**config.mk**
```make
export PLATFORM = sky130hd
export DESIGN_NAME = midi_clock_generator
export DESIGN_NICKNAME = d
export VERILOG_FILES = /design/src/hdl/mcg_pkg.sv /design/src/hdl/mcg_ctrl.sv /design/src/hdl/mcg_dp.sv /design/src/hdl/midi_clock_generator.sv
export SDC_FILE = /design/constraint.sdc
export NUM_CORES = 1
export LEC_CHECK = 0
export ABC_AREA = 1
export BUFFER_PORTS_ARGS = -buffer_cell sky130_fd_sc_hd__buf_4
export CELL_PAD_IN_SITES_DETAIL_PLACEMENT = 0
export CELL_PAD_IN_SITES_GLOBAL_PLACEMENT = 2
export CORE_MARGIN = 2
export CORE_UTILIZATION = 33
export DETAILED_ROUTE_END_ITERATION = 8
export PLACE_DENSITY = 0.75
export SLEW_MARGIN = 10
export SYNTH_ARGS = -nofsm -noshare
export SYNTH_HDL_FRONTEND = slang
export SYNTH_SLANG_ARGS = --single-unit
export TNS_END_PERCENT = 1
```
**constraint.sdc**
```tcl
create_clock -name clk -period 6.1 [get_ports clk]
set_clock_uncertainty 0.1 [all_clocks]
set_input_delay 0.305 -clock clk [delete_from_list [all_inputs] [get_ports clk]]
set_output_delay 0.305 -clock clk [all_outputs]
set_load 0.02 [all_outputs]
```
**src/hdl/mcg_pkg.sv**
```systemverilog
`default_nettype none

package mcg_pkg;

    localparam logic [3:0] OP_TICK     = 4'd0;
    localparam logic [3:0] OP_START    = 4'd1;
    localparam logic [3:0] OP_STOP     = 4'd2;
    localparam logic [3:0] OP_CONTINUE = 4'd3;
    localparam logic [3:0] OP_TEMPO    = 4'd4;
    localparam logic [3:0] OP_ARM      = 4'd5;
    localparam logic [3:0] OP_CLK_ON   = 4'd6;
    localparam logic [3:0] OP_CLK_OFF  = 4'd7;
    localparam logic [3:0] OP_SYNC     = 4'd8;

    localparam logic [2:0] KIND_CLOCK    = 3'd0;
    localparam logic [2:0] KIND_START    = 3'd1;
    localparam logic [2:0] KIND_STOP     = 3'd2;
    localparam logic [2:0] KIND_CONTINUE = 3'd3;
    localparam logic [2:0] KIND_POSITION = 3'd4;
    localparam logic [2:0] KIND_SIGNAL   = 3'd5;

    localparam logic CFG_CLOCKS_PER_BEAT = 1'b0;
    localparam logic CFG_TICK_ENABLE     = 1'b1;

    localparam logic [31:0] ONE_MS = 32'h0001_0000;

    typedef struct packed {
        logic [3:0]  op;
        logic        flag;
        logic [13:0] song_position;
        logic [31:0] user_period;
        logic [31:0] midi_period;
        logic [30:0] signal_at;
    } in_t;

    typedef struct packed {
        logic [2:0]  kind;
        logic        to_port;
        logic [13:0] position;
        logic [30:0] user_clock;
        logic [30:0] beat;
        logic        late;
        logic        last;
    } out_t;

    typedef enum logic [3:0] {
        ST_IDLE, ST_START, ST_START_CLK, ST_STOP, ST_POS, ST_CONT, ST_CONT_CLK,
        ST_MIDI_ADD, ST_MIDI_HIT, ST_MIDI_CUT, ST_USER_ADD, ST_USER_HIT,
        ST_USER_CUT, ST_SIGNAL, ST_FLUSH
    } state_t;

    typedef enum logic [3:0] {
        DC_NONE, DC_APPLY, DC_TICK, DC_EMIT_START, DC_EMIT_CLOCK, DC_EMIT_STOP,
        DC_EMIT_POS, DC_EMIT_CONT, DC_MIDI_ADD, DC_MIDI_HIT, DC_CUT_MIDI,
        DC_MIDI_DONE, DC_USER_ADD, DC_USER_HIT, DC_CUT_USER, DC_SIGNAL
    } dp_cmd_t;

    typedef struct packed {
        dp_cmd_t cmd;
        logic    flush;
    } ctrl_t;

    typedef struct packed {
        logic pend_start;
        logic pend_stop;
        logic pend_cont;
        logic midi_hit;
        logic midi_ge;
        logic user_hit;
        logic user_ge;
        logic sending;
        logic tick_en;
        logic emit_ok;
    } status_t;

endpackage

`default_nettype wire

```
**src/hdl/mcg_ctrl.sv**
```systemverilog
`default_nettype none

module mcg_ctrl
    import mcg_pkg::*;
(
    input  wire logic    clk,
    input  wire logic    rst_n,
    input  wire logic    in_valid,
    input  wire logic    is_tick,
    input  wire status_t st,
    output logic         in_stall,
    output ctrl_t        ctl
);

    state_t state_reg, state_next;
    logic   in_fire;

    assign in_stall = (state_reg != ST_IDLE);
    assign in_fire  = in_valid && (state_reg == ST_IDLE);

    always_ff @(posedge clk or negedge rst_n)
    begin
        if (!rst_n)
            state_reg <= ST_IDLE;
        else
            state_reg <= state_next;
    end

    always_comb
    begin
        state_next = state_reg;
        unique case (state_reg)
            ST_IDLE:
                if (in_fire && is_tick && st.tick_en)
                    state_next = st.pend_start ? ST_START :
                                 st.pend_stop  ? ST_STOP  :
                                 st.pend_cont  ? ST_POS   : ST_MIDI_ADD;
            ST_START:
                if (st.emit_ok)
                    state_next = ST_START_CLK;
            ST_START_CLK:
                if (st.emit_ok)
                    state_next = st.pend_stop ? ST_STOP :
                                 st.pend_cont ? ST_POS  : ST_MIDI_ADD;
            ST_STOP:
                if (st.emit_ok)
                    state_next = st.pend_cont ? ST_POS : ST_MIDI_ADD;
            ST_POS:
                if (st.emit_ok)
                    state_next = ST_CONT;
            ST_CONT:
                if (st.emit_ok)
                    state_next = ST_CONT_CLK;
            ST_CONT_CLK:
                if (st.emit_ok)
                    state_next = ST_MIDI_ADD;
            ST_MIDI_ADD:
                state_next = ST_MIDI_HIT;
            ST_MIDI_HIT:
                if (!st.midi_hit)
                    state_next = ST_USER_ADD;
                else if (!st.sending || st.emit_ok)
                    state_next = ST_MIDI_CUT;
            ST_MIDI_CUT:
                if (!st.midi_ge)
                    state_next = ST_USER_ADD;
            ST_USER_ADD:
                state_next = ST_USER_HIT;
            ST_USER_HIT:
                state_next = st.user_hit ? ST_USER_CUT : ST_SIGNAL;
            ST_USER_CUT:
                if (!st.user_ge)
                    state_next = ST_SIGNAL;
            ST_SIGNAL:
                if (st.emit_ok)
                    state_next = ST_FLUSH;
            ST_FLUSH:
                if (st.emit_ok)
                    state_next = ST_IDLE;
            default:
                state_next = ST_IDLE;
        endcase
    end

    always_comb
    begin
        ctl.cmd   = DC_NONE;
        ctl.flush = 1'b0;
        unique case (state_reg)
            ST_IDLE:
                if (in_fire)
                    ctl.cmd = (is_tick && st.tick_en) ? DC_TICK : DC_APPLY;
            ST_START:
                if (st.emit_ok)
                    ctl.cmd = DC_EMIT_START;
            ST_START_CLK, ST_CONT_CLK:
                if (st.emit_ok)
                    ctl.cmd = DC_EMIT_CLOCK;
            ST_STOP:
                if (st.emit_ok)
                    ctl.cmd = DC_EMIT_STOP;
            ST_POS:
                if (st.emit_ok)
                    ctl.cmd = DC_EMIT_POS;
            ST_CONT:
                if (st.emit_ok)
                    ctl.cmd = DC_EMIT_CONT;
            ST_MIDI_ADD:
                ctl.cmd = DC_MIDI_ADD;
            ST_MIDI_HIT:
                if (st.midi_hit && (!st.sending || st.emit_ok))
                    ctl.cmd = DC_MIDI_HIT;
            ST_MIDI_CUT:
                ctl.cmd = st.midi_ge ? DC_CUT_MIDI : DC_MIDI_DONE;
            ST_USER_ADD:
                ctl.cmd = DC_USER_ADD;
            ST_USER_HIT:
                if (st.user_hit)
                    ctl.cmd = DC_USER_HIT;
            ST_USER_CUT:
                if (st.user_ge)
                    ctl.cmd = DC_CUT_USER;
            ST_SIGNAL:
                if (st.emit_ok)
                    ctl.cmd = DC_SIGNAL;
            ST_FLUSH:
                ctl.flush = st.emit_ok;
            default:
                ctl.cmd = DC_NONE;
        endcase
    end

endmodule

`default_nettype wire

```
**src/hdl/mcg_dp.sv**
```systemverilog
`default_nettype none

module mcg_dp
    import mcg_pkg::*;
#(
    parameter int MAX_CORRECTIONS = 100
)
(
    input  wire logic       clk,
    input  wire logic       rst_n,
    input  wire ctrl_t      ctl,
    input  wire in_t        in_data,
    input  wire logic       cfg_we,
    input  wire logic       cfg_index,
    input  wire logic [9:0] cfg_data,
    input  wire logic       out_stall,
    output logic            out_valid,
    output out_t            out_data,
    output status_t         st
);

    localparam int CW = $clog2(MAX_CORRECTIONS + 1);
    localparam logic [CW-1:0] CUT_MAX = CW'(MAX_CORRECTIONS);

    logic        pstart_reg, pstart_next, pstop_reg, pstop_next;
    logic        pcont_reg, pcont_next, ppos_reg, ppos_next;
    logic [13:0] held_pos_reg, held_pos_next;
    logic        rtick_reg, rtick_next, sending_reg, sending_next;
    logic        started_reg, started_next, sync_reg, sync_next;
    logic [31:0] macc_reg, macc_next, uacc_reg, uacc_next;
    logic [31:0] mw_reg, mw_next, uw_reg, uw_next;
    logic [31:0] nmw_reg, nmw_next, nuw_reg, nuw_next;
    logic        tempo_reg, tempo_next;
    logic [31:0] mcnt_reg, mcnt_next, millis_reg, millis_next;
    logic [30:0] ccnt_reg, ccnt_next, beat_reg, beat_next;
    logic [9:0]  phase_reg, phase_next, phase_inc;
    logic [30:0] target_reg, target_next;
    logic [15:0] late_cnt_reg, late_cnt_next;
    logic        restarted_reg, restarted_next;
    logic        mhit_reg, mhit_next, uhit_reg, uhit_next;
    logic [CW-1:0] cut_reg, cut_next;
    out_t        stg_reg, stg_next, out_reg, out_next;
    logic        stg_valid_reg, stg_valid_next, out_valid_reg, out_valid_next;
    logic [9:0]  cpb_reg, cpb_next;
    logic        tick_en_reg, tick_en_next;

    logic        out_free, emit_en, emit_port, emit_late, do_apply;
    logic [2:0]  emit_kind;
    logic [13:0] emit_pos;
    logic [32:0] msum, usum;
    logic [31:0] madd, uadd;

    assign out_free  = !out_valid_reg || !out_stall;
    assign out_valid = out_valid_reg;
    assign out_data  = out_reg;
    assign msum      = {1'b0, macc_reg} + {1'b0, ONE_MS};
    assign usum      = {1'b0, uacc_reg} + {1'b0, ONE_MS};
    assign madd      = msum[32] ? '1 : msum[31:0];
    assign uadd      = usum[32] ? '1 : usum[31:0];
    assign phase_inc = phase_reg + 10'd1;

    assign st.pend_start = pstart_reg;
    assign st.pend_stop  = pstop_reg;
    assign st.pend_cont  = pcont_reg;
    assign st.midi_hit   = mhit_reg;
    assign st.midi_ge    = macc_reg >= mw_reg;
    assign st.user_hit   = uhit_reg;
    assign st.user_ge    = uacc_reg >= uw_reg;
    assign st.sending    = sending_reg;
    assign st.tick_en    = tick_en_reg;
    assign st.emit_ok    = !stg_valid_reg || out_free;

    always_comb
    begin
        pstart_next = pstart_reg;   pstop_next = pstop_reg;
        pcont_next = pcont_reg;     ppos_next = ppos_reg;
        held_pos_next = held_pos_reg;
        rtick_next = rtick_reg;     sending_next = sending_reg;
        started_next = started_reg; sync_next = sync_reg;
        macc_next = macc_reg;       uacc_next = uacc_reg;
        mw_next = mw_reg;           uw_next = uw_reg;
        nmw_next = nmw_reg;         nuw_next = nuw_reg;
        tempo_next = tempo_reg;
        mcnt_next = mcnt_reg;       millis_next = millis_reg;
        ccnt_next = ccnt_reg;       beat_next = beat_reg;
        phase_next = phase_reg;     target_next = target_reg;
        late_cnt_next = late_cnt_reg;
        restarted_next = restarted_reg;
        mhit_next = mhit_reg;       uhit_next = uhit_reg;
        cut_next = cut_reg;
        cpb_next = cpb_reg;         tick_en_next = tick_en_reg;
        emit_en = 1'b0;  emit_kind = KIND_CLOCK;  emit_port = sync_reg;
        emit_pos = '0;   emit_late = 1'b0;  do_apply = 1'b0;

        if (cfg_we)
        begin
            if (cfg_index == CFG_CLOCKS_PER_BEAT)
                cpb_next = cfg_data;
            else
                tick_en_next = cfg_data[0];
        end

        case (ctl.cmd)
            DC_APPLY:
                case (in_data.op)
                    OP_START:
                    begin
                        pstart_next = 1'b1;
                        if (!sending_reg)
                        begin
                            sending_next = 1'b1;
                            rtick_next   = 1'b1;
                        end
                        started_next = 1'b1;
                    end
                    OP_STOP:
                    begin
                        if (in_data.flag)
                            sending_next = 1'b0;
                        pstop_next   = 1'b1;
                        started_next = 1'b0;
                    end
                    OP_CONTINUE:
                        if (!started_reg)
                        begin
                            ppos_next     = in_data.flag;
                            held_pos_next = in_data.song_position;
                            pcont_next    = 1'b1;
                            if (!sending_reg)
                            begin
                                sending_next = 1'b1;
                                rtick_next   = 1'b1;
                            end
                            started_next = 1'b1;
                        end
                    OP_TEMPO:
                        if (started_reg)
                        begin
                            nuw_next   = in_data.user_period;
                            nmw_next   = in_data.midi_period;
                            tempo_next = 1'b1;
                        end
                        else
                        begin
                            tempo_next = 1'b0;
                            uw_next    = in_data.user_period;
                            mw_next    = in_data.midi_period;
                        end
                    OP_ARM:
                        target_next = in_data.signal_at;
                    OP_CLK_ON:
                        if (!sending_reg)
                        begin
                            sending_next = 1'b1;
                            rtick_next   = 1'b1;
                        end
                    OP_CLK_OFF:
                        sending_next = 1'b0;
                    OP_SYNC:
                        if (sync_reg != in_data.flag)
                        begin
                            sync_next = in_data.flag;
                            if (in_data.flag)
                                rtick_next = 1'b1;
                        end
                    default:
                        sync_next = sync_reg;
                endcase
            DC_TICK:
            begin
                millis_next    = millis_reg + 32'd1;
                restarted_next = pstart_reg || pcont_reg || rtick_reg;
                rtick_next     = 1'b0;
            end
            DC_EMIT_START:
            begin
                pstart_next = 1'b0;
                emit_en     = 1'b1;
                emit_kind   = KIND_START;
            end
            DC_EMIT_CLOCK:
                emit_en = 1'b1;
            DC_EMIT_STOP:
            begin
                pstop_next = 1'b0;
                emit_en    = 1'b1;
                emit_kind  = KIND_STOP;
            end
            DC_EMIT_POS:
            begin
                ppos_next = 1'b0;
                emit_en   = ppos_reg && sync_reg;
                emit_kind = KIND_POSITION;
                emit_pos  = held_pos_reg;
            end
            DC_EMIT_CONT:
            begin
                pcont_next = 1'b0;
                emit_en    = 1'b1;
                emit_kind  = KIND_CONTINUE;
            end
            DC_MIDI_ADD:
            begin
                mhit_next = 1'b0;
                if (restarted_reg)
                begin
                    macc_next = '0;
                    mcnt_next = '0;
                    do_apply  = 1'b1;
                end
                else if (mw_reg != '0)
                begin
                    macc_next = madd;
                    mhit_next = madd >= mw_reg;
                end
            end
            DC_MIDI_HIT:
            begin
                if (sending_reg)
                begin
                    emit_en   = 1'b1;
                    mcnt_next = mcnt_reg + 32'd1;
                end
                macc_next = macc_reg - mw_reg;
                cut_next  = '0;
            end
            DC_CUT_MIDI:
                if (cut_reg != CUT_MAX)
                begin
                    macc_next = macc_reg - mw_reg;
                    cut_next  = cut_reg + 1'b1;
                end
                else
                    macc_next = '0;
            DC_MIDI_DONE:
                do_apply = 1'b1;
            DC_USER_ADD:
            begin
                uhit_next = 1'b0;
                if (uw_reg != '0)
                begin
                    uacc_next = uadd;
                    uhit_next = uadd >= uw_reg;
                end
            end
            DC_USER_HIT:
            begin
                ccnt_next = ccnt_reg + 31'd1;
                if (phase_inc >= cpb_reg)
                begin
                    beat_next  = beat_reg + 31'd1;
                    phase_next = '0;
                end
                else
                    phase_next = phase_inc;
                uacc_next = uacc_reg - uw_reg;
                cut_next  = '0;
            end
            DC_CUT_USER:
                if (cut_reg != CUT_MAX)
                begin
                    uacc_next = uacc_reg - uw_reg;
                    cut_next  = cut_reg + 1'b1;
                end
                else
                    uacc_next = '0;
            DC_SIGNAL:
                if (target_reg != '0 && ccnt_reg >= target_reg)
                begin
                    emit_late   = ccnt_reg > target_reg;
                    if (emit_late)
                        late_cnt_next = late_cnt_reg + 16'd1;
                    target_next = '0;
                    emit_en     = 1'b1;
                    emit_kind   = KIND_SIGNAL;
                    emit_port   = 1'b0;
                end
            default:
                do_apply = 1'b0;
        endcase

        if (do_apply && tempo_reg)
        begin
            uw_next    = nuw_reg;
            mw_next    = nmw_reg;
            tempo_next = 1'b0;
        end
    end

    // hold one result back so the final one can carry last
    always_comb
    begin
        stg_next       = stg_reg;
        stg_valid_next = stg_valid_reg;
        out_next       = out_reg;
        out_valid_next = out_valid_reg && out_stall;
        if (emit_en)
        begin
            if (stg_valid_reg)
            begin
                out_next       = stg_reg;
                out_valid_next = 1'b1;
            end
            stg_next.kind       = emit_kind;
            stg_next.to_port    = emit_port;
            stg_next.position   = emit_pos;
            stg_next.user_clock = ccnt_reg;
            stg_next.beat       = beat_reg;
            stg_next.late       = emit_late;
            stg_next.last       = 1'b0;
            stg_valid_next      = 1'b1;
        end
        else if (ctl.flush && stg_valid_reg)
        begin
            out_next       = stg_reg;
            out_next.last  = 1'b1;
            out_valid_next = 1'b1;
            stg_valid_next = 1'b0;
        end
    end

    always_ff @(posedge clk or negedge rst_n)
    begin
        if (!rst_n)
        begin
            pstart_reg <= 1'b0;  pstop_reg <= 1'b0;
            pcont_reg <= 1'b0;   ppos_reg <= 1'b0;
            held_pos_reg <= '0;
            rtick_reg <= 1'b0;   sending_reg <= 1'b0;
            started_reg <= 1'b0; sync_reg <= 1'b0;
            macc_reg <= '0;      uacc_reg <= '0;
            mw_reg <= '0;        uw_reg <= '0;
            nmw_reg <= '0;       nuw_reg <= '0;
            tempo_reg <= 1'b0;
            mcnt_reg <= '0;      millis_reg <= '0;
            ccnt_reg <= '0;      beat_reg <= '0;
            phase_reg <= '0;     target_reg <= '0;
            late_cnt_reg <= '0;
            restarted_reg <= 1'b0;
            mhit_reg <= 1'b0;    uhit_reg <= 1'b0;
            cut_reg <= '0;
            stg_valid_reg <= 1'b0;
            out_valid_reg <= 1'b0;
            cpb_reg <= 10'd96;   tick_en_reg <= 1'b1;
        end
        else
        begin
            pstart_reg <= pstart_next;   pstop_reg <= pstop_next;
            pcont_reg <= pcont_next;     ppos_reg <= ppos_next;
            held_pos_reg <= held_pos_next;
            rtick_reg <= rtick_next;     sending_reg <= sending_next;
            started_reg <= started_next; sync_reg <= sync_next;
            macc_reg <= macc_next;       uacc_reg <= uacc_next;
            mw_reg <= mw_next;           uw_reg <= uw_next;
            nmw_reg <= nmw_next;         nuw_reg <= nuw_next;
            tempo_reg <= tempo_next;
            mcnt_reg <= mcnt_next;       millis_reg <= millis_next;
            ccnt_reg <= ccnt_next;       beat_reg <= beat_next;
            phase_reg <= phase_next;     target_reg <= target_next;
            late_cnt_reg <= late_cnt_next;
            restarted_reg <= restarted_next;
            mhit_reg <= mhit_next;       uhit_reg <= uhit_next;
            cut_reg <= cut_next;
            stg_valid_reg <= stg_valid_next;
            out_valid_reg <= out_valid_next;
            cpb_reg <= cpb_next;         tick_en_reg <= tick_en_next;
        end
    end

    always_ff @(posedge clk)
    begin
        stg_reg <= stg_next;
        out_reg <= out_next;
    end

    a_flush_clears: assert property (@(posedge clk) disable iff (!rst_n)
        ctl.flush |=> !stg_valid_reg)
        else $error("staged result survived flush");

    a_cut_bound: assert property (@(posedge clk) disable iff (!rst_n)
        cut_reg <= CUT_MAX)
        else $error("correction count out of range");

    a_no_overwrite: assert property (@(posedge clk) disable iff (!rst_n)
        (emit_en && stg_valid_reg) |-> out_free)
        else $error("result pushed into a busy output register");

    a_out_loaded: assert property (@(posedge clk) disable iff (!rst_n)
        (ctl.flush && stg_valid_reg) |=> (out_valid_reg && out_reg.last))
        else $error("final result not marked last");

endmodule

`default_nettype wire

```
**src/hdl/midi_clock_generator.sv**
```systemverilog
// MIDI clock generator, one tick request per millisecond.
// Input channel: in_valid / in_stall with in_data (op and its operands).
// Output channel: out_valid / out_stall with out_data. A tick gives zero to
// eight results and the final one carries last; other requests give none.
// Config channel: cfg_valid / cfg_ready (always ready), cfg_index selects
// clocks_per_beat (0) or tick_enable (1); write only while idle.
// Non-tick requests and disabled ticks give no result.
// An enabled tick emits, in order, start and a clock for a pending start,
// stop for a pending stop, position (sync on), continue and a clock for
// a pending continue, the MIDI clock when its accumulator is reached and
// clocks are sent, and a signal once the user clock meets the armed count;
// each accumulator makes up to MAX_CORRECTIONS overshoot corrections.
// The block works on one request at a time; in_stall is high while a tick
// is in progress. A stalled receiver holds the output register and, once
// the one-deep staging register is also full, the sequencer waits.
// Reset clears all state: clocks idle, not started, sync off,
// clocks_per_beat 96, tick_enable 1.
`default_nettype none

module midi_clock_generator
    import mcg_pkg::*;
#(
    parameter int MAX_CORRECTIONS = 100
)
(
    input  wire logic       clk,
    input  wire logic       rst_n,
    input  wire logic       in_valid,
    output logic            in_stall,
    input  wire in_t        in_data,
    output logic            out_valid,
    input  wire logic       out_stall,
    output out_t            out_data,
    input  wire logic       cfg_valid,
    output logic            cfg_ready,
    input  wire logic       cfg_index,
    input  wire logic [9:0] cfg_data
);

    ctrl_t   ctl;
    status_t st;

    assign cfg_ready = 1'b1;

    mcg_ctrl u_ctrl (
        .clk      (clk),
        .rst_n    (rst_n),
        .in_valid (in_valid),
        .is_tick  (in_data.op == OP_TICK),
        .st       (st),
        .in_stall (in_stall),
        .ctl      (ctl)
    );

    mcg_dp #(
        .MAX_CORRECTIONS (MAX_CORRECTIONS)
    ) u_dp (
        .clk       (clk),
        .rst_n     (rst_n),
        .ctl       (ctl),
        .in_data   (in_data),
        .cfg_we    (cfg_valid && cfg_ready),
        .cfg_index (cfg_index),
        .cfg_data  (cfg_data),
        .out_stall (out_stall),
        .out_valid (out_valid),
        .out_data  (out_data),
        .st        (st)
    );

endmodule

`default_nettype wire
```
==> impl_metrics.xml, run 1 <==
<?xml version="1.0" encoding="UTF-8"?>
<metrics>
  <group name="status">
    <metric name="status" unit="">completed</metric>
  </group>
  <group name="floorplan">
    <metric name="floorplan.initialDensity" unit="%">33.2</metric>
    <metric name="vertical_extent_of_the_die" unit="um">310</metric>
    <metric name="die_width" unit="um">310</metric>
    <metric name="boundaryPins" unit="">215</metric>
    <metric name="fp.coreArea" unit="um2">92900</metric>
    <metric name="die_area" unit="um2">95900</metric>
    <metric name="rows" unit="">112</metric>
  </group>
  <group name="sta">
    <metric name="final.hold.worst_slack" unit="ps">77.0</metric>
    <metric name="totalNegativeSetupSlack" unit="ps">0</metric>
    <metric name="final_hold_viol_count" unit="">0</metric>
    <metric name="layout_min_cycle_time" unit="ps">3770</metric>
    <metric name="final_max_slew_viol_count" unit="">0</metric>
    <metric name="timing.final.ws_setup" unit="ps">2330</metric>
    <metric name="slew_margin_rel" unit="%">26.4</metric>
    <metric name="finalCritPeriodShare" unit="%">61.7</metric>
    <metric name="rsz0062_at_grt" unit="">false</metric>
    <metric name="tightest_slew" unit="ps">1100</metric>
    <metric name="max_clock_freq" unit="MHz">266</metric>
    <metric name="setup_violations" unit="">0</metric>
  </group>
  <group name="global_routing">
    <metric name="antenna_violations_before_repair" unit="">0</metric>
    <metric name="first_global_vias" unit="">27000</metric>
    <metric name="globalRoute.totalOverflow" unit="">0</metric>
    <metric name="grt_pass1_wl" unit="um">154000</metric>
    <metric name="grt_max_degree" unit="">113</metric>
    <metric name="aggregate_global_route_resource_usage" unit="%">20.5</metric>
  </group>
  <group name="logic_synthesis">
    <metric name="synth_top_family_by_area" unit="">simple AND/OR/NAND/NOR gates</metric>
    <metric name="sequential_element_share_of_the_synthesized_area" unit="%">43.9</metric>
    <metric name="ys_warn_count" unit="">0</metric>
    <metric name="synth_flop_cell" unit="">sky130_fd_sc_hd__dfrtp_1</metric>
    <metric name="muxShareOfSynthArea" unit="%">0.0730</metric>
    <metric name="yosys.area_share.adder" unit="%">7.27</metric>
    <metric name="syn_nets" unit="">4281</metric>
    <metric name="synth_xor_area_share" unit="%">2.98</metric>
    <metric name="synth_enable_flop_cells" unit="">163</metric>
    <metric name="synth-async-reset-ratio" unit="%">67.9</metric>
    <metric name="syn_avg_cell_area" unit="um2">7.76</metric>
    <metric name="synth_cells" unit="">3973</metric>
    <metric name="postSynthRegisterBits" unit="">508</metric>
    <metric name="post_synthesis_instance_area" unit="um2">30800</metric>
    <metric name="synth_compound_gate_area_share" unit="%">8.54</metric>
    <metric name="yosys.cell_types.count" unit="">52</metric>
    <metric name="synth_simple_gate_area_share" unit="%">28.8</metric>
  </group>
  <group name="worst_setup_path">
    <metric name="cp_num_cells" unit="">16</metric>
    <metric name="timing.critical_path.cells" unit="">inv_1 &gt; nor4_1 &gt; nand4_1 &gt; nor3_1 &gt; xor2_1 &gt; inv_1 &gt; ha_1 &gt; nand2_1 &gt; nor2_1 &gt; o211ai_1 &gt; nand4_1 &gt; nand2_1 &gt; buf_4 &gt; inv_1 &gt; nand3_1 &gt; xnor2_1</metric>
    <metric name="cp.arrival" unit="ps">4200</metric>
    <metric name="critical_path.max_stage_delay" unit="ps">550</metric>
    <metric name="critPathMostFrequentCell" unit="">sky130_fd_sc_hd__inv_1</metric>
    <metric name="criticalPathCategory" unit="">flop to flop</metric>
    <metric name="worstSetupStartpoint" unit="">u_dp.phase_reg[2]</metric>
    <metric name="critPathSlowestCell" unit="">sky130_fd_sc_hd__inv_1</metric>
    <metric name="critical_path_required" unit="ps">6540</metric>
    <metric name="reg2reg_depth" unit="">16</metric>
    <metric name="crit_buf_inv" unit="">4</metric>
    <metric name="timing.critical_path.max_delay_family" unit="">simple AND/OR/NAND/NOR gates</metric>
    <metric name="critPathLaunchType" unit="">flop</metric>
    <metric name="end_kind" unit="">flop</metric>
    <metric name="critical_path.max_fanout" unit="">23</metric>
    <metric name="r2r_start" unit="">u_dp.phase_reg[2]</metric>
  </group>
  <group name="power_and_ir_drop">
    <metric name="clkPwrFrac" unit="%">20.0</metric>
    <metric name="p_leak" unit="nW">18.1</metric>
    <metric name="p_switching" unit="mW">8.76</metric>
    <metric name="maximum_vdd_ir_drop" unit="mV">0.320</metric>
    <metric name="p_sw_share" unit="%">45.6</metric>
    <metric name="seq_power_share" unit="%">31.0</metric>
    <metric name="powerDensity" unit="nW/um2">518</metric>
    <metric name="power_report.internal_total" unit="mW">10.5</metric>
    <metric name="share_comb_of_total_power" unit="%">49.1</metric>
  </group>
  <group name="clocking">
    <metric name="worst_setup_hold_path_clk_slew" unit="ps">60</metric>
    <metric name="postCtsSetupBuffers" unit="">0</metric>
    <metric name="post_cts.resized_instances" unit="">0</metric>
    <metric name="cts_made_buffers" unit="">60</metric>
    <metric name="clock_tree_from_tritoncts" unit="">built</metric>
    <metric name="clock_tree.root_cell" unit="">sky130_fd_sc_hd__clkbuf_16</metric>
    <metric name="cts_max_path_buffers" unit="">3</metric>
    <metric name="cts-htree-levels" unit="">2</metric>
    <metric name="clkSinkCount" unit="">508</metric>
    <metric name="insertion_delay" unit="ps">670</metric>
  </group>
  <group name="layout">
    <metric name="final.fill_count" unit="">9647</metric>
    <metric name="drive_gt1_share" unit="%">9.75</metric>
    <metric name="layout.cells.most_common_list" unit="">sky130_fd_sc_hd__nand2_1, sky130_fd_sc_hd__inv_1, sky130_fd_sc_hd__nand3_1</metric>
    <metric name="finish.net_count" unit="">4586</metric>
    <metric name="largest_register_ffs" unit="">82</metric>
    <metric name="area_growth" unit="%">20.4</metric>
    <metric name="most_common_cell_after_layout_fill_and_taps_aside" unit="">sky130_fd_sc_hd__nand2_1</metric>
    <metric name="design_area" unit="um2">37100</metric>
  </group>
  <group name="route">
    <metric name="drtIter0Drc" unit="">1747</metric>
    <metric name="dr_total_vias" unit="">26900</metric>
    <metric name="detail_route.drc_violations" unit="">0</metric>
    <metric name="routed_wire_length_per_instance" unit="um">17.7</metric>
    <metric name="drtPass1Iterations" unit="">5</metric>
    <metric name="drt.antenna.violating_nets" unit="">0</metric>
    <metric name="routed_wirelength" unit="um">99000</metric>
    <metric name="detail_route.vias_per_cell" unit="">4.83</metric>
  </group>
  <group name="placement">
    <metric name="place_ws" unit="ps">2320</metric>
    <metric name="place_hpwl" unit="um">72400</metric>
    <metric name="io_buffer_count" unit="">213</metric>
    <metric name="gp_congestion" unit="">0.872</metric>
    <metric name="detailed_place.area" unit="um2">33700</metric>
  </group>
  <group name="hold_path">
    <metric name="worstHoldPathType" unit="">input port to asynchronous set/reset pin</metric>
  </group>
  <group name="flow_run">
    <metric name="maxCapViolations" unit="">0</metric>
  </group>
</metrics>
==> routing by layer <==
layer | vias up | global-route usage, % | share of wire [%]
met4 | 0 | 5.35 | 2.4
met1 | 12800 | 28.1 | 47
met2 | 403 | 34.4 | 47
li1 | 13700 | - | -
met5 | - | 0 | 0
met3 | 110 | 2.23 | 3.0
==> path summary, 6_finish.rpt <==
kind / endpoint / slack, ps
min reg2reg: u_dp.out_data[31] / 320
max in group asynchronous: u_dp.sending_reg / 4490
min in group clk: u_dp.cpb_reg[5] / 220
min: u_dp.beat_reg[20] / 80
max: u_dp.beat_reg[14] / 2330
max reg2reg: u_dp.beat_reg[14] / 2330
==> through the flow <==
step	std cells	util [%]	total power, mW
finish	5582	40.0	19.2
CTS	5581	40.0	19.4
detailed placement	5339	36.3	15.4
global placement	5339	36.3	15.4
global route	5581	40.0	20.9
floorplan	3973	-	12.2
==> power groups by stage <==
stage / clock, mW / sequential [mW] / combinational, mW
6_report: 3.84 / 5.96 / 9.44
5_1_grt: 4.07 / 6.10 / 10.7
4_1_cts: 3.96 / 5.97 / 9.50
3_5_place_dp: 0 / 6.02 / 9.39
3_3_place_gp: 0 / 6.00 / 9.41
2_1_floorplan: 0 / 6.14 / 6.10
==> worst reg2reg max path: cells and delay by family (launching register included) <==
| family | cells | cell delay [ps] |
|---|---|---|
| AND/OR/NAND/NOR | 8 | 1410 |
| buffers and inverters | 4 | 970 |
| flip-flops | 1 | 400 |
| XOR/XNOR | 2 | 340 |
| adder cells (fa/ha/maj) | 1 | 310 |
| AO/OA/AOI/OAI | 1 | 100 |
==> cell type report <==
class	instances	area, um2	share of cell area (%)
multi-input combinational	2797	14800	39.7
sequential	508	13500	36.4
timing repair buffer	371	3150	8.47
inverter	540	2030	5.46
clock buffer	76	1660	4.48
tap	1254	1570	4.22
clock inverter	35	455	1.23
antenna	1	2.50	0.00674
==> logic make-up after synthesis <==
group | after synthesis
xor gates and xnor gates | 105
AOI/OAI and AO/OA | 492
muxes | 2
and+or+nand+nor | 2019
adders and majority gates | 178
other | 1
buffers and inverters | 668
DFF | 508
==> what timing repair did <==
action	in CTS	in global routing
endpoints found under the setup margin	0	0
endpoints found under the hold margin	249	0
hold buffers	131	0
==> cells in the mapped netlist, types with 3 or more instances <==
cell type	number	area (um2)
sky130_fd_sc_hd__xor2_1	71	622
sky130_fd_sc_hd__nor4_1	26	163
sky130_fd_sc_hd__o21ai_0	206	1030
sky130_fd_sc_hd__or2_2	29	181
sky130_fd_sc_hd__o21bai_1	5	37.5
sky130_fd_sc_hd__edfxtp_1	163	4890
sky130_fd_sc_hd__o21ai_1	51	255
sky130_fd_sc_hd__buf_4	12	90.1
sky130_fd_sc_hd__inv_2	9	33.8
sky130_fd_sc_hd__dfrtp_1	342	8560
sky130_fd_sc_hd__buf_1	10	37.5
sky130_fd_sc_hd__buf_2	41	205
sky130_fd_sc_hd__o21a_1	3	22.5
sky130_fd_sc_hd__dfstp_2	3	78.8
sky130_fd_sc_hd__nor2_1	318	1190
sky130_fd_sc_hd__nor3_1	54	270
sky130_fd_sc_hd__a21oi_1	165	826
sky130_fd_sc_hd__o31ai_1	3	22.5
sky130_fd_sc_hd__clkbuf_1	63	236
sky130_fd_sc_hd__nand2_1	1045	3920
sky130_fd_sc_hd__o211ai_1	38	285
sky130_fd_sc_hd__nor2_2	9	56.3
sky130_fd_sc_hd__inv_1	530	1990
sky130_fd_sc_hd__nand2_4	4	45.0
sky130_fd_sc_hd__nand4_1	97	607
sky130_fd_sc_hd__nand3_2	4	40.0
sky130_fd_sc_hd__xnor2_1	34	298
sky130_fd_sc_hd__nand2_2	9	56.3
sky130_fd_sc_hd__ha_1	176	2200
sky130_fd_sc_hd__nand3b_1	69	518
sky130_fd_sc_hd__nand3_1	349	1750
sky130_fd_sc_hd__a31oi_1	9	56.3
(Power assumes the default switching activity.)
==> inputs of run 2 (changes only) <==
--- a/config.mk
+++ b/config.mk
@@ -5,14 +5,14 @@
 export SDC_FILE = /design/constraint.sdc
 export NUM_CORES = 1
 export LEC_CHECK = 0
-export ABC_AREA = 1
+export ABC_AREA = 0
 export BUFFER_PORTS_ARGS = -buffer_cell sky130_fd_sc_hd__buf_4
 export CELL_PAD_IN_SITES_DETAIL_PLACEMENT = 0
 export CELL_PAD_IN_SITES_GLOBAL_PLACEMENT = 2
 export CORE_MARGIN = 2
-export CORE_UTILIZATION = 33
+export CORE_UTILIZATION = 36
 export DETAILED_ROUTE_END_ITERATION = 8
-export PLACE_DENSITY = 0.75
+export PLACE_DENSITY = 0.74
 export SLEW_MARGIN = 10
 export SYNTH_ARGS = -nofsm -noshare
 export SYNTH_HDL_FRONTEND = slang
==> constraint.sdc (replaced) <==
create_clock -name clk -period 3.24 [get_ports clk]
set_clock_uncertainty 0.1 [all_clocks]
set_input_delay 0.162 -clock clk [delete_from_list [all_inputs] [get_ports clk]]
set_output_delay 0.162 -clock clk [all_outputs]
set_load 0.02 [all_outputs]
==> run 2 against run 1 <==
  * The flow now finishes with violations (setup timing)
  * First-iteration DRC count down 37%
  * Clock-buffer cell count down 8
  * Critical path depth is 2 higher
==> impl_metrics.xml, run 2 <==
<?xml version="1.0" encoding="UTF-8"?>
<metrics>
  <group name="layout">
    <metric name="layout.cells.most_common_list" unit="">sky130_fd_sc_hd__buf_4, sky130_fd_sc_hd__dfrtp_1, sky130_fd_sc_hd__nand2_1</metric>
    <metric name="finish.net_count" unit="">3718</metric>
    <metric name="most_common_cell_after_layout_fill_and_taps_aside" unit="">sky130_fd_sc_hd__buf_4</metric>
    <metric name="design_area" unit="um2">38400</metric>
    <metric name="largest_register_ffs" unit="">82</metric>
    <metric name="area_growth" unit="%">40.7</metric>
    <metric name="final.fill_count" unit="">6608</metric>
    <metric name="drive_gt1_share" unit="%">30.3</metric>
  </group>
  <group name="worst_setup_path">
    <metric name="reg2reg_setup_slack" unit="ps">-720</metric>
    <metric name="critPathLaunchType" unit="">flop</metric>
    <metric name="end_kind" unit="">flop</metric>
    <metric name="r2r_start" unit="">u_dp.uacc_reg[17]</metric>
    <metric name="critical_path.max_fanout" unit="">3</metric>
    <metric name="reg2reg_depth" unit="">18</metric>
    <metric name="criticalPathCategory" unit="">flop to flop</metric>
    <metric name="critical_path_required" unit="ps">3630</metric>
    <metric name="crit-reg2reg-capture" unit="">u_dp.uhit_reg</metric>
    <metric name="cp.arrival" unit="ps">4350</metric>
  </group>
  <group name="clocking">
    <metric name="insertion_delay" unit="ps">650</metric>
    <metric name="cts_max_path_buffers" unit="">3</metric>
    <metric name="cts_made_buffers" unit="">59</metric>
    <metric name="worst_setup_hold_path_clk_slew" unit="ps">60</metric>
    <metric name="cts-htree-levels" unit="">2</metric>
    <metric name="clock_tree_from_tritoncts" unit="">built</metric>
    <metric name="clkSinkCount" unit="">508</metric>
    <metric name="clock_tree.root_cell" unit="">sky130_fd_sc_hd__clkbuf_16</metric>
  </group>
  <group name="floorplan">
    <metric name="rows" unit="">100</metric>
    <metric name="vertical_extent_of_the_die" unit="um">279</metric>
    <metric name="floorplan.initialDensity" unit="%">36.5</metric>
    <metric name="fp.coreArea" unit="um2">74700</metric>
    <metric name="die_width" unit="um">279</metric>
    <metric name="boundaryPins" unit="">215</metric>
    <metric name="die_area" unit="um2">78000</metric>
  </group>
  <group name="logic_synthesis">
    <metric name="synth-async-reset-ratio" unit="%">67.9</metric>
    <metric name="synth_top_area_cell" unit="">sky130_fd_sc_hd__dfrtp_1</metric>
    <metric name="postSynthRegisterBits" unit="">508</metric>
    <metric name="sequential_element_share_of_the_synthesized_area" unit="%">49.6</metric>
    <metric name="synth.cells.most_frequent" unit="">sky130_fd_sc_hd__dfrtp_1, sky130_fd_sc_hd__nand2_1, sky130_fd_sc_hd__ha_1</metric>
    <metric name="synth_enable_flop_cells" unit="">163</metric>
    <metric name="syn_nets" unit="">2898</metric>
    <metric name="post_synthesis_instance_area" unit="um2">27300</metric>
    <metric name="yosys.cell_types.count" unit="">84</metric>
    <metric name="syn_avg_cell_area" unit="um2">10.5</metric>
    <metric name="synth_cells" unit="">2590</metric>
    <metric name="post-synth-top-count-cell" unit="">sky130_fd_sc_hd__dfrtp_1</metric>
    <metric name="ys_warn_count" unit="">0</metric>
    <metric name="synth_flop_cell" unit="">sky130_fd_sc_hd__dfrtp_1</metric>
    <metric name="yosys-top-cells-area" unit="">sky130_fd_sc_hd__dfrtp_1, sky130_fd_sc_hd__edfxtp_1, sky130_fd_sc_hd__ha_1</metric>
    <metric name="synthDominantCellAreaShare" unit="%">31.4</metric>
  </group>
  <group name="route">
    <metric name="drt.antenna.violating_nets" unit="">0</metric>
    <metric name="routed_wire_length_per_instance" unit="um">18.0</metric>
    <metric name="detail_route.drc_violations" unit="">0</metric>
    <metric name="drtPass1Iterations" unit="">5</metric>
    <metric name="drtIter0Drc" unit="">1107</metric>
    <metric name="detail_route.vias_per_cell" unit="">5.09</metric>
    <metric name="routed_wirelength" unit="um">79800</metric>
    <metric name="dr_total_vias" unit="">22600</metric>
  </group>
  <group name="global_routing">
    <metric name="globalRoute.totalOverflow" unit="">0</metric>
    <metric name="grt_pass1_wl" unit="um">127000</metric>
    <metric name="first_global_vias" unit="">23500</metric>
    <metric name="grt_max_degree" unit="">93</metric>
    <metric name="aggregate_global_route_resource_usage" unit="%">20.4</metric>
    <metric name="antenna_violations_before_repair" unit="">3</metric>
  </group>
  <group name="power_and_ir_drop">
    <metric name="p_sw_share" unit="%">37.4</metric>
    <metric name="power_report.internal_total" unit="mW">21.3</metric>
    <metric name="p_leak" unit="nW">18.3</metric>
    <metric name="p_switching" unit="mW">12.7</metric>
    <metric name="clkPwrFrac" unit="%">20.7</metric>
    <metric name="share_comb_of_total_power" unit="%">49.3</metric>
    <metric name="seq_power_share" unit="%">30.0</metric>
    <metric name="powerDensity" unit="nW/um2">887</metric>
    <metric name="post_route_total_power" unit="mW">34.1</metric>
    <metric name="maximum_vdd_ir_drop" unit="mV">0.619</metric>
  </group>
  <group name="placement">
    <metric name="io_buffer_count" unit="">213</metric>
    <metric name="detailed_place.area" unit="um2">33800</metric>
    <metric name="gp_congestion" unit="">0.854</metric>
    <metric name="place_hpwl" unit="um">59200</metric>
  </group>
  <group name="sta">
    <metric name="layout_min_cycle_time" unit="ps">3960</metric>
    <metric name="setup_violations" unit="">228</metric>
    <metric name="final_hold_viol_count" unit="">0</metric>
    <metric name="final_max_slew_viol_count" unit="">0</metric>
    <metric name="slew_margin_rel" unit="%">45.7</metric>
    <metric name="rsz0062_at_grt" unit="">true</metric>
    <metric name="timing.final.ws_setup" unit="ps">-722</metric>
    <metric name="max_clock_freq" unit="MHz">252</metric>
    <metric name="finalCritPeriodShare" unit="%">122</metric>
    <metric name="tightest_slew" unit="ps">807</metric>
  </group>
  <group name="status">
    <metric name="status" unit="">finished, violations left</metric>
    <metric name="violations_in_the_final_reports" unit="">setup timing</metric>
  </group>
  <group name="flow_run">
    <metric name="maxCapViolations" unit="">0</metric>
  </group>
  <group name="hold_path">
    <metric name="worstHoldPathType" unit="">input port to asynchronous set/reset pin</metric>
  </group>
</metrics>
==> run 2: changes by cell type after synthesis, sizes merged, moves of 49 or more <==
cell,change
nand2,-839
inv,-397
nand3,-270
nor2,-152
o21ai,-123
mux2,+82
nand3b,-65
nand2b,+60
xnor2,+56
a21o,+55
mux2i,+51
a221o,+49
==> run 2: cells by family (layout without fill, tap and decap cells) <==
logic type | count (synthesis) | count (layout) | synth area share [%]
fa+ha+maj | 178 | 178 | 8.22
buf+inv | 252 | 1119 | 3.78
other cells | 1 | 2 | 0.0137
compound gates | 532 | 533 | 13.3
flops | 508 | 508 | 49.6
mux | 135 | 135 | 5.35
xor+xnor | 145 | 145 | 4.66
simple gates | 839 | 839 | 15.1
==> run 2: per-layer routing <==
layer | track usage (%) | vias up | wire length [um]
met2 | 34.6 | 417 | 38200
met1 | 27.4 | 11000 | 36700
met4 | 4.78 | 4 | 1490
li1 | - | 11100 | -
met5 | 0 | - | 27
met3 | 2.94 | 107 | 3350
==> run 2: per-stage QoR <==
| stage | util (%) | setup TNS (ps) | hold slack [ps] | setup WS [ps] | std cells |
|---|---|---|---|---|---|
| detailed placement | 45.3 | -110570 | 12.5 | -1120 | 4152 |
| finish | 51.4 | -56780 | 53.0 | -722 | 4428 |
| floorplan | - | -164470 | -234 | -1150 | 2590 |
| global route | 51.4 | -80520 | 52.8 | -825 | 4428 |
| CTS | 50.8 | -60730 | 21.0 | -709 | 4421 |
| global placement | 45.3 | -107760 | 10.2 | -1070 | 4152 |
==> run 2: cell type report <==
type | instances | area, um2 | share of cell area, %
Sequential cell | 508 | 13500 | 35.3
Clock buffer | 68 | 1540 | 4.01
Clock inverter | 41 | 548 | 1.43
Inverter | 142 | 537 | 1.40
Timing Repair Buffer | 868 | 7480 | 19.5
Tap cell | 969 | 1210 | 3.16
Antenna cell | 1 | 2.50 | 0.00652
Multi-Input combinational cell | 1831 | 13500 | 35.2
==> run 2: worst max-delay path, stage by stage, from the launching register on <==
cell and delay (ps):
sky130_fd_sc_hd__dfrtp_1 410, sky130_fd_sc_hd__ha_4 170, sky130_fd_sc_hd__nand3_4 100, sky130_fd_sc_hd__nor2_4 100
sky130_fd_sc_hd__and4_4 210, sky130_fd_sc_hd__and2_4 140, sky130_fd_sc_hd__nand4_1 190, sky130_fd_sc_hd__and2_1 210
sky130_fd_sc_hd__ha_1 280, sky130_fd_sc_hd__nand2b_4 140, sky130_fd_sc_hd__a21o_1 160, sky130_fd_sc_hd__a21o_1 150
sky130_fd_sc_hd__a21o_1 150, sky130_fd_sc_hd__a21o_1 180, sky130_fd_sc_hd__a2111oi_4 310, sky130_fd_sc_hd__o21ai_2 120
sky130_fd_sc_hd__a221o_1 350, sky130_fd_sc_hd__a221oi_2 240, sky130_fd_sc_hd__o22ai_1 110
==> run 2: power groups by stage <==
stage	logic (mW)	registers, mW	clock network (mW)
6_report	16.8	10.2	7.07
5_1_grt	18.3	10.4	7.53
4_1_cts	16.4	10.2	7.27
3_5_place_dp	15.5	10.3	0
3_3_place_gp	15.4	10.2	0
2_1_floorplan	7.56	10.9	0
==> run 2: worst max path at each step <==
stage	startpoint	end	slack, ps	cells after the start
finish	u_dp.uacc_reg[17]	u_dp.uhit_reg	-720	18
global route	u_dp.uacc_reg[17]	u_dp.uhit_reg	-820	18
CTS	u_dp.uacc_reg[17]	u_dp.uhit_reg	-710	18
detailed placement	u_dp.uacc_reg[16]	u_dp.uhit_reg	-1120	18
global placement	u_dp.uacc_reg[19]	u_dp.uhit_reg	-1070	18
floorplan	u_dp.uacc_reg[0]	u_dp.out_data[0]	-1150	14
==> run 2: timing repair <==
| action | CTS | global route |
|---|---|---|
| buffers inserted | 7 | 4 |
| setup endpoints to repair | 337 | 369 |
| gates cloned | 2 | 2 |
| resized for setup | 105 | 65 |
| hold endpoints to repair | 537 | 0 |
| hold buffers | 153 | 0 |
| pin swaps | 47 | 36 |
==> inputs of run 3 (changes only) <==
--- a/config.mk
+++ b/config.mk
@@ -6,12 +6,12 @@
 export NUM_CORES = 1
 export LEC_CHECK = 0
 export ABC_AREA = 0
-export BUFFER_PORTS_ARGS = -buffer_cell sky130_fd_sc_hd__buf_4
 export CELL_PAD_IN_SITES_DETAIL_PLACEMENT = 0
 export CELL_PAD_IN_SITES_GLOBAL_PLACEMENT = 2
 export CORE_MARGIN = 2
-export CORE_UTILIZATION = 36
+export CORE_UTILIZATION = 38
 export DETAILED_ROUTE_END_ITERATION = 8
+export DONT_BUFFER_PORTS = 1
 export PLACE_DENSITY = 0.74
 export SLEW_MARGIN = 10
 export SYNTH_ARGS = -nofsm -noshare
==> run 3 against run 2 <==
  * The flow finishes with violations (hold timing, setup timing)
  * Global-route usage rose by 0.75 points
  * Final area fell by 5.5%
  * Register-to-register slack improved by 140 ps
  * Sequential power rose by 8%
  * Via count fell by 2.9%
  * Largest power group unchanged
==> impl_metrics.xml, run 3 (synthesis gave the netlist of run 2 again) <==
<?xml version="1.0" encoding="UTF-8"?>
<metrics>
  <group name="layout">
    <metric name="fin_cells" unit="">4199</metric>
    <metric name="design_area" unit="um2">36300</metric>
    <metric name="largest_register_ffs" unit="">82</metric>
    <metric name="finish.net_count" unit="">3505</metric>
    <metric name="most_common_cell_after_layout_fill_and_taps_aside" unit="">sky130_fd_sc_hd__buf_4</metric>
    <metric name="layout.cells.most_common_list" unit="">sky130_fd_sc_hd__buf_4, sky130_fd_sc_hd__dfrtp_1, sky130_fd_sc_hd__nand2_1</metric>
    <metric name="area_growth" unit="%">32.9</metric>
    <metric name="postLayoutCoreUtil" unit="%">50.9</metric>
    <metric name="drive_gt1_share" unit="%">24.8</metric>
  </group>
  <group name="route">
    <metric name="routed_wirelength" unit="um">77900</metric>
    <metric name="drt.antenna.violating_nets" unit="">0</metric>
    <metric name="detail_route.drc_violations" unit="">0</metric>
    <metric name="detail_route.vias_per_cell" unit="">5.22</metric>
    <metric name="dr_total_vias" unit="">21900</metric>
    <metric name="drtIter0Drc" unit="">1266</metric>
    <metric name="routed_wire_length_per_instance" unit="um">18.5</metric>
    <metric name="drtPass1Iterations" unit="">5</metric>
  </group>
  <group name="sta">
    <metric name="timing.final.ws_setup" unit="ps">-578</metric>
    <metric name="finalCritPeriodShare" unit="%">118</metric>
    <metric name="layout_min_cycle_time" unit="ps">3820</metric>
    <metric name="tightest_slew" unit="ps">807</metric>
    <metric name="totalNegativeSetupSlack" unit="ps">-64220</metric>
    <metric name="final_hold_viol_count" unit="">345</metric>
    <metric name="max_clock_freq" unit="MHz">262</metric>
    <metric name="final.hold.worst_slack" unit="ps">-854</metric>
    <metric name="rsz0062_at_grt" unit="">true</metric>
    <metric name="setup_violations" unit="">200</metric>
    <metric name="final_max_slew_viol_count" unit="">0</metric>
    <metric name="slew_margin_rel" unit="%">46.2</metric>
  </group>
  <group name="worst_setup_path">
    <metric name="end_kind" unit="">flop</metric>
    <metric name="critPathSlowestCell" unit="">sky130_fd_sc_hd__dfrtp_1</metric>
    <metric name="criticalPathCategory" unit="">flop to flop</metric>
    <metric name="crit_buf_inv" unit="">0</metric>
    <metric name="cp_num_cells" unit="">18</metric>
    <metric name="r2r_start" unit="">u_dp.uacc_reg[17]</metric>
    <metric name="critical_path_required" unit="ps">3650</metric>
    <metric name="timing.critical_path.cells" unit="">ha_4 &gt; nand3_4 &gt; nor2_4 &gt; and4_4 &gt; and2_4 &gt; nand4_1 &gt; and2_1 &gt; ha_1 &gt; nand2b_4 &gt; a21o_1 &gt; a21o_1 &gt; a21o_1 &gt; a21o_1 &gt; a2111oi_4 &gt; o21ai_2 &gt; a221o_1 &gt; a221oi_2 &gt; o22ai_1</metric>
    <metric name="critical_path.max_stage_delay" unit="ps">390</metric>
    <metric name="critPathMostFrequentCell" unit="">sky130_fd_sc_hd__a21o_1</metric>
    <metric name="critical_path.max_fanout" unit="">2</metric>
    <metric name="cp.arrival" unit="ps">4220</metric>
    <metric name="reg2reg_depth" unit="">18</metric>
    <metric name="timing.critical_path.max_delay_family" unit="">compound AO/OA/AOI/OAI gates</metric>
    <metric name="worstSetupStartpoint" unit="">u_dp.uacc_reg[17]</metric>
    <metric name="critPathLaunchType" unit="">flop</metric>
  </group>
  <group name="status">
    <metric name="violations_in_the_final_reports" unit="">hold timing, setup timing</metric>
    <metric name="status" unit="">finished, violations left</metric>
  </group>
  <group name="clocking">
    <metric name="worst_setup_hold_path_clk_slew" unit="ps">60</metric>
    <metric name="cts_max_path_buffers" unit="">3</metric>
    <metric name="cts-htree-levels" unit="">2</metric>
    <metric name="clock_tree.root_cell" unit="">sky130_fd_sc_hd__clkbuf_16</metric>
    <metric name="insertion_delay" unit="ps">640</metric>
    <metric name="clock_tree_from_tritoncts" unit="">built</metric>
    <metric name="cts_made_buffers" unit="">58</metric>
    <metric name="holdBufCountCts" unit="">151</metric>
    <metric name="clkSinkCount" unit="">508</metric>
  </group>
  <group name="placement">
    <metric name="place_hpwl" unit="um">57300</metric>
    <metric name="gp_congestion" unit="">0.894</metric>
    <metric name="place_ws" unit="ps">-1270</metric>
    <metric name="dpl.cell_count" unit="">3922</metric>
    <metric name="io_buffer_count" unit="">0</metric>
    <metric name="detailed_place.area" unit="um2">32100</metric>
  </group>
  <group name="power_and_ir_drop">
    <metric name="clkPwrFrac" unit="%">20.4</metric>
    <metric name="maximum_vdd_ir_drop" unit="mV">0.568</metric>
    <metric name="powerDensity" unit="nW/um2">895</metric>
    <metric name="seq_power_share" unit="%">33.8</metric>
    <metric name="share_comb_of_total_power" unit="%">45.7</metric>
    <metric name="p_leak" unit="nW">17.1</metric>
    <metric name="p_switching" unit="mW">12.2</metric>
    <metric name="post_route_total_power" unit="mW">32.5</metric>
    <metric name="power_report.internal_total" unit="mW">20.2</metric>
    <metric name="p_sw_share" unit="%">37.7</metric>
  </group>
  <group name="floorplan">
    <metric name="floorplan.initialDensity" unit="%">38.3</metric>
    <metric name="fp.coreArea" unit="um2">71200</metric>
    <metric name="boundaryPins" unit="">215</metric>
    <metric name="die_area" unit="um2">74000</metric>
    <metric name="vertical_extent_of_the_die" unit="um">272</metric>
    <metric name="rows" unit="">98</metric>
    <metric name="die_width" unit="um">272</metric>
  </group>
  <group name="global_routing">
    <metric name="grt_pass1_wl" unit="um">125000</metric>
    <metric name="grt_max_degree" unit="">346</metric>
    <metric name="antenna_violations_before_repair" unit="">9</metric>
    <metric name="globalRoute.totalOverflow" unit="">0</metric>
    <metric name="first_global_vias" unit="">22800</metric>
    <metric name="aggregate_global_route_resource_usage" unit="%">21.1</metric>
  </group>
  <group name="hold_path">
    <metric name="worstHoldPathType" unit="">input port to asynchronous set/reset pin</metric>
  </group>
  <group name="flow_run">
    <metric name="maxCapViolations" unit="">0</metric>
  </group>
</metrics>
-- run 3: path summary, 6_finish.rpt --
path	slack (ps)	to
min in group clk	20	u_dp.rtick_reg
max in group asynchronous	3240	u_dp.uacc_reg[8]
worst max register to register	-580	u_dp.uhit_reg
worst min-delay path	-850	u_dp.cpb_reg[9]
worst max-delay path	-580	u_dp.uhit_reg
worst min register to register	310	u_dp.out_data[63]
-- run 3: cell type report --
| cell class | count | area [um2] |
|---|---|---|
| clock buffers | 79 | 1600 |
| repair buffers | 657 | 5750 |
| clock inverters | 31 | 337 |
| well taps | 950 | 1190 |
| multi-input cells | 1830 | 13300 |
| fillers | 6416 | 35000 |
| diodes | 2 | 5.00 |
| inverters | 142 | 537 |
| flip-flops and latches | 508 | 13500 |
-- run 3: layer usage --
layer,vias up,global-route usage [%],share of wire (%)
met2,395,36.1,48
met3,123,3.57,4.0
li1,10600,-,-
met4,14,5.12,2.1
met5,-,0,0.11
met1,10700,27.9,45
-- run 3: timing repair --
action	4_1_cts	5_1_grt
endpoints found under the setup margin	336	350
gates cloned	2	0
hold endpoints to repair	541	345
buffers inserted	10	3
resized for setup	93	45
pin swaps	47	16
-- run 3: power groups by stage --
stage	Clock, mW	Sequential (mW)	Combinational [mW]
after floorplan	0	10.9	7.56
after global placement	0	11.0	13.5
after detailed placement	0	11.1	13.7
after CTS	6.83	11.0	14.7
after global routing	7.07	11.2	16.3
final	6.63	11.0	14.8
-- run 3: worst reg2reg max path, delay by kind of cell (launching register included) --
kind | cells | cell delay, ps
AO/OA/AOI/OAI | 9 | 1730
AND/OR/NAND/NOR | 7 | 1040
adder cells (fa/ha/maj) | 2 | 440
flip-flops | 1 | 390
